File: config.mk
export PLATFORM = sky130hd
export DESIGN_NAME = cau_prod
export DESIGN_NICKNAME = d
export VERILOG_FILES = /design/src/hdl/cau_pkg.sv /design/src/hdl/cau_prod.sv
export SDC_FILE = /design/constraint.sdc
export NUM_CORES = 2
export LEC_CHECK = 0
export ABC_AREA = 0
export BUFFER_PORTS_ARGS = -buffer_cell sky130_fd_sc_hd__buf_4
export CAP_MARGIN = 20
export CORE_MARGIN = 4
export CORE_UTILIZATION = 60
export DETAILED_ROUTE_END_ITERATION = 8
export HOLD_SLACK_MARGIN = 0.05
export PLACE_DENSITY = 0.83
export REMOVE_ABC_BUFFERS = 1
export SLEW_MARGIN = 10
export SYNTH_ARGS = -nofsm -noshare
export SYNTH_HDL_FRONTEND = slang
export SYNTH_SLANG_ARGS = --single-unit
File: constraint.sdc
create_clock -name i_clk -period 12.25 [get_ports i_clk]
set_clock_uncertainty 0.1 [all_clocks]
set_input_delay 0.6125 -clock i_clk [delete_from_list [all_inputs] [get_ports i_clk]]
set_output_delay 0.6125 -clock i_clk [all_outputs]
set_load 0.05 [all_outputs]
File: src/hdl/cau_pkg.sv
// ----------------------------------------------------------------------------
// cau_pkg
// Operation codes, fixed widths and part saturation helpers for the complex
// arithmetic unit.
// ----------------------------------------------------------------------------
package cau_pkg;

    localparam int CMD_W  = 3;
    localparam int PART_W = 16;
    localparam int QUO_W  = 16;
    localparam int D_W    = 32;
    localparam int CLIP_W = 34;

    localparam logic [CMD_W-1:0] OP_ADD  = 3'd0;
    localparam logic [CMD_W-1:0] OP_SUB  = 3'd1;
    localparam logic [CMD_W-1:0] OP_MUL  = 3'd2;
    localparam logic [CMD_W-1:0] OP_DIV  = 3'd3;
    localparam logic [CMD_W-1:0] OP_CONJ = 3'd4;

    localparam logic signed [PART_W-1:0] PART_MAX = 16'sh7FFF;
    localparam logic signed [PART_W-1:0] PART_MIN = 16'sh8000;
    localparam logic [QUO_W-1:0]         POS_LIM  = 16'd32767;
    localparam logic [QUO_W-1:0]         NEG_LIM  = 16'd32768;

    typedef struct packed {
        logic signed [PART_W-1:0] val;
        logic                     sat;
    } t_part;

    typedef struct packed {
        logic [CMD_W-1:0]         cmd;
        logic                     dz;
        logic                     ovf_re;
        logic                     ovf_im;
        logic                     neg_re;
        logic                     neg_im;
        logic signed [PART_W-1:0] dir_re;
        logic signed [PART_W-1:0] dir_im;
        logic                     dir_sat;
    } t_ctrl;

    function automatic t_part clip_part(input logic signed [CLIP_W-1:0] v);
        t_part r;
        if (v > CLIP_W'(PART_MAX)) begin
            r.val = PART_MAX;
            r.sat = 1'b1;
        end else if (v < CLIP_W'(PART_MIN)) begin
            r.val = PART_MIN;
            r.sat = 1'b1;
        end else begin
            r.val = PART_W'(v);
            r.sat = 1'b0;
        end
        return r;
    endfunction

    function automatic t_part div_part(input logic ovf, input logic neg,
                                       input logic [QUO_W-1:0] q);
        t_part r;
        if (!neg) begin
            if (ovf || q > POS_LIM) begin
                r.val = PART_MAX;
                r.sat = 1'b1;
            end else begin
                r.val = signed'(q);
                r.sat = 1'b0;
            end
        end else begin
            if (ovf || q > NEG_LIM) begin
                r.val = PART_MIN;
                r.sat = 1'b1;
            end else begin
                r.val = signed'(PART_W'(17'd0 - 17'(q)));
                r.sat = 1'b0;
            end
        end
        return r;
    endfunction

endpackage

File: src/hdl/cau_prod.sv
// ----------------------------------------------------------------------------
// cau_prod
// Two register stages: partial products, then the complex sums, the divide
// numerators and the squared magnitude of the divisor.
// ----------------------------------------------------------------------------
module cau_prod (
    input  logic                              i_clk,
    input  logic                              i_rst_n,
    input  logic                              i_en,
    input  logic                              i_valid,
    input  logic [cau_pkg::CMD_W-1:0]         i_cmd,
    input  logic signed [cau_pkg::PART_W-1:0] i_a_re,
    input  logic signed [cau_pkg::PART_W-1:0] i_a_im,
    input  logic signed [cau_pkg::PART_W-1:0] i_b_re,
    input  logic signed [cau_pkg::PART_W-1:0] i_b_im,
    output logic                              o_valid,
    output logic [cau_pkg::CMD_W-1:0]         o_cmd,
    output logic signed [cau_pkg::PART_W-1:0] o_a_re,
    output logic signed [cau_pkg::PART_W-1:0] o_a_im,
    output logic signed [cau_pkg::PART_W-1:0] o_b_re,
    output logic signed [cau_pkg::PART_W-1:0] o_b_im,
    output logic signed [32:0]                o_mul_re,
    output logic signed [32:0]                o_mul_im,
    output logic signed [32:0]                o_num_re,
    output logic signed [32:0]                o_num_im,
    output logic [cau_pkg::D_W-1:0]           o_den
);

    logic                              r_vld1;
    logic                              r_vld2;
    logic [cau_pkg::CMD_W-1:0]         r_cmd1;
    logic [cau_pkg::CMD_W-1:0]         r_cmd2;
    logic signed [cau_pkg::PART_W-1:0] r_a_re1, r_a_im1, r_b_re1, r_b_im1;
    logic signed [cau_pkg::PART_W-1:0] r_a_re2, r_a_im2, r_b_re2, r_b_im2;
    logic signed [31:0]                r_rr, r_ii, r_ir, r_ri;
    logic [31:0]                       r_br2, r_bi2;
    logic signed [32:0]                r_mul_re, r_mul_im, r_num_re, r_num_im;
    logic [cau_pkg::D_W-1:0]           r_den;

    always_ff @(posedge i_clk) begin
        if (!i_rst_n) begin
            r_vld1 <= 1'b0;
            r_vld2 <= 1'b0;
        end else if (i_en) begin
            r_vld1 <= i_valid;
            r_vld2 <= r_vld1;
        end
    end

    always_ff @(posedge i_clk) begin
        if (i_en) begin
            r_cmd1  <= i_cmd;
            r_a_re1 <= i_a_re;
            r_a_im1 <= i_a_im;
            r_b_re1 <= i_b_re;
            r_b_im1 <= i_b_im;
            r_rr    <= i_a_re * i_b_re;
            r_ii    <= i_a_im * i_b_im;
            r_ir    <= i_a_im * i_b_re;
            r_ri    <= i_a_re * i_b_im;
            r_br2   <= unsigned'(32'(i_b_re) * 32'(i_b_re));
            r_bi2   <= unsigned'(32'(i_b_im) * 32'(i_b_im));

            r_cmd2   <= r_cmd1;
            r_a_re2  <= r_a_re1;
            r_a_im2  <= r_a_im1;
            r_b_re2  <= r_b_re1;
            r_b_im2  <= r_b_im1;
            r_mul_re <= 33'(r_rr) - 33'(r_ii);
            r_mul_im <= 33'(r_ir) + 33'(r_ri);
            r_num_re <= 33'(r_rr) + 33'(r_ii);
            r_num_im <= 33'(r_ir) - 33'(r_ri);
            r_den    <= r_br2 + r_bi2;
        end
    end

    assign o_valid  = r_vld2;
    assign o_cmd    = r_cmd2;
    assign o_a_re   = r_a_re2;
    assign o_a_im   = r_a_im2;
    assign o_b_re   = r_b_re2;
    assign o_b_im   = r_b_im2;
    assign o_mul_re = r_mul_re;
    assign o_mul_im = r_mul_im;
    assign o_num_re = r_num_re;
    assign o_num_im = r_num_im;
    assign o_den    = r_den;

endmodule

==> metrics.md <==
| Metric | Value |
|---|---|
| Status | `complete, no violations` |
| Vias in the first global route | `approximately 60000` |
| Die Area | `approximately 140000 sq um` |
| Fmax | `between 100 and 150 MHz` |
| Hpwl dp | `135000 um` |
| Levels on crit path | `24` |
| Cell family with most CP delay | `adder cells` |
| # IOs | `303` |
| First-pass GRT wire length | `296000 um` |
| Placer congestion estimate | `around 0.91` |
| Reg-to-Reg End | `o_num_re[31]` |
| Final worst-path cycle share | `58.3%` |
| H-tree depth reported by CTS | `2` |
| Max Cap Viol | `0` |
| Largest net degree at the start of global routing | `172` |
| Share of the synthesized area in the top cell type | `between 30% and 40%` |
| CP max stage delay | `between 600 and 700 ps` |
| Top FF cell, synth | `edfxtp_1` |
| # clock sinks | `486` |
| TritonCTS clock tree | `yes` |
| Post-CTS setup buffer count | `0` |
| Via count | `54200` |
| Die X | `371 um` |
| Count of cell types in the netlist | `82` |
| RSZ-0062 raised after global routing | `false` |
| Post-synth top cells | `1906 x inv_1, 1518 x fa_1, 698 x nand2_1` |
| Crit path time final | `7140 ps` |
| Clk root buf | `clkbuf_16` |
| Design Area, Final | `84200 sq um` |
| Clk_lat worst skew | `690 ps` |
| Total congestion overflow | `0` |
| CP bufs+invs | `7` |
| FF+latch count, synth | `approximately 500` |
| R2R Setup Slk | `8210 ps` |
| Synthesized area | `roughly 79000 sq um` |
| WL/cell | `18.2 um` |
| Syn-to-layout area delta | `6.80%` |
| Worst r2r path cells | `12` |
| Rows | `~130` |
| Post-DP Area | `82200 sq um` |
| DR pass1 iterations | `7` |
| Final Hold Violating Endpoints | `0` |
| Setup-failing EPs final | `0` |
| Crit path kind | `input pin to flip-flop` |
| Final ANT Viol Nets | `0` |
| Number of flops mapped to enable cells by yosys | `484` |
| Pins over their slew limit | `0` |
| Rel. slew slack | `31.2%` |
| Mean Syn Cell Area | `10.0 sq um` |
| Initial Util | `60.7%` |
| Drt total wl | `178000 um` |
| CTS Hold Buffers Added | `4` |
| Core area | `130000 sq um` |
| Initial antenna violation count | `0` |
| Most frequent cell after synthesis | `inv_1` |
| Slew @ Worst Pin | `between 1000 and 1500 ps` |
| Worst setup path startpoint | `i_b_re[7]` |
| Leading area contributor after synthesis | `fa_1` |
| Post-Synthesis Cells | `7885` |
| Chip height | `371 um` |
| TNS Setup | `0 ps` |
| Worst EP arrival | `7450 ps` |
| Worst r2r src | `r_ii[1]` |
| Clk slew on worst S/H paths | `60 ps` |
| Drt initial violations | `~3800` |
| Post-synth ARST share | `0%` |
| CTS Buf Count | `59` |
| Clk buf depth | `3` |
| Via-per-instance ratio | `5.56` |
| Crit path max-delay cell type | `o41ai_1` |
| Sequential-to-total area share from yosys stat | `between 10% and 20%` |
| DRC viols | `0` |
| Synth top area cells | `fa_1 39%, edfxtp_1 18%, ha_1 11%` |
| # resized after CTS | `0` |
| Crit path cell chain | `buf_4, inv_1, fa_1, inv_1, fa_1, inv_1, fa_1, inv_1, fa_1, fa_1, inv_1, fa_1, inv_1, ha_1, nand4_1, nor2_1, a211oi_1, o21ai_0, a21o_1, a21oi_1, nor2_1, o41ai_1, mux2i_1, nand4_1` |
| Hold Path Class | `input pin to flip-flop` |
| Crit-path max FO | `46` |
| Input/output buffers | `302` |
| Worst EP required | `12570 ps` |
| Critical Path Source Type | `input pin` |
| Setup crit end | `r_br2[31]` |
| Synthesis warning total | `0` |
| Net count, final | `10200` |
| Fraction of layout cells with a size suffix above 1 | `5.51%` |
| All-Layer GR Usage | `26.9%` |
| Crit path capture type | `flip-flop` |
[state kept, by name (all words and copies together) (netlist names)]
signal,cells
r_br2,30
r_rr,32
r_bi2,30
r_a_re1,16
o_b_im,16
r_ir,32
o_a_im,16
o_a_re,16
r_ii,32
o_cmd,3
o_b_re,16
o_den,32
o_mul_im,33
o_mul_re,33
r_b_re1,16
r_a_im1,16
r_vld1,1
r_b_im1,16
r_ri,32
o_num_im,32
r_cmd1,3
o_num_re,32
o_valid,1
[worst reg2reg max path: stages, from the launching register on]
cell and delay [ps]:
edfxtp_1 400, inv_1 100, ha_1 300, nor2b_1 60
o311ai_1 470, a211oi_1 270, a221oi_2 560, o21ai_1 300
a21oi_1 430, o41ai_2 170, a311oi_1 370, o21bai_1 130
xnor2_1 130
[cells by family after synthesis]
logic type | synth area share, %
buffers and inverters | 10.6
adder cells (fa/ha/maj) | 49.2
AND/OR/NAND/NOR | 11.5
AO/OA/AOI/OAI | 6.13
flip-flops | 18.5
XOR/XNOR | 4.02
multiplexers | 0.0761
[area by class of cell]
class | count | area, sq um
antenna | 1 | 2.50
clock buffer | 65 | 1520
clock inverter | 45 | 435
fill | 9870 | 45700
inverter | 1912 | 7180
multi-input combinational | 5186 | 56000
sequential | 486 | 14600
tap | 1742 | 2180
timing repair buffer | 311 | 2380
[placed cells by master (no fill, tap or decap), drive strengths merged, types with 15 or more instances in the layout]
master and instances:
inv 1916, fa 1518, nand2 698, ha 674
and2 553, edfxtp 484, nor2 347, buf 307
xnor2 298, a21oi 245, o21ai 127, a21o 95
clkbuf 65, xor2 64, nand2b 57, nor3 51
o21bai 51, nor2b 43, nand3 42, o21a 40
a211oi 34, clkinv 29, a31o 17, nand4 16
or3 16, a31oi 16, o31ai 16, and3 15
nor4 15
[per-stage QoR]
| step | setup slack [ps] | utilization, % | cells | hold WS, ps |
|---|---|---|---|---|
| 5_1_grt | 4730 | 64.8 | 9747 | 150 |
| 3_3_place_gp | 4750 | 63.3 | 9633 | 300 |
| 6_report | 5110 | 64.8 | 9748 | 120 |
| 4_1_cts | 5240 | 64.8 | 9747 | 80.9 |
| 2_1_floorplan | 5660 | - | 7584 | 300 |
| 3_5_place_dp | 4540 | 63.3 | 9633 | 305 |
[layer usage]
metal	vias to the layer above	track usage, %	share of wire (%)
li1	24100	-	-
met1	27300	33.5	37
met2	2251	46.1	50
met3	506	4.60	7.7
met4	0	12.1	5.2
met5	-	0	0
[how the worst min path moves through the flow]
stage               start   endpoint  slack, ps  depth (start not counted)
3_3_place_gp    r_cmd1[0]   o_cmd[0]        300                          0
4_1_cts           i_valid     r_vld1         80                          3
2_1_floorplan  r_a_im1[0]  o_a_im[0]        300                          0
3_5_place_dp   r_a_im1[4]  o_a_im[4]        300                          0
5_1_grt           i_valid     r_vld1        150                          3
6_report          i_valid     r_vld1        120                          3
Power is not shown: default switching activity piles up to over one toggle a cycle in this logic, so the estimate is an artifact.
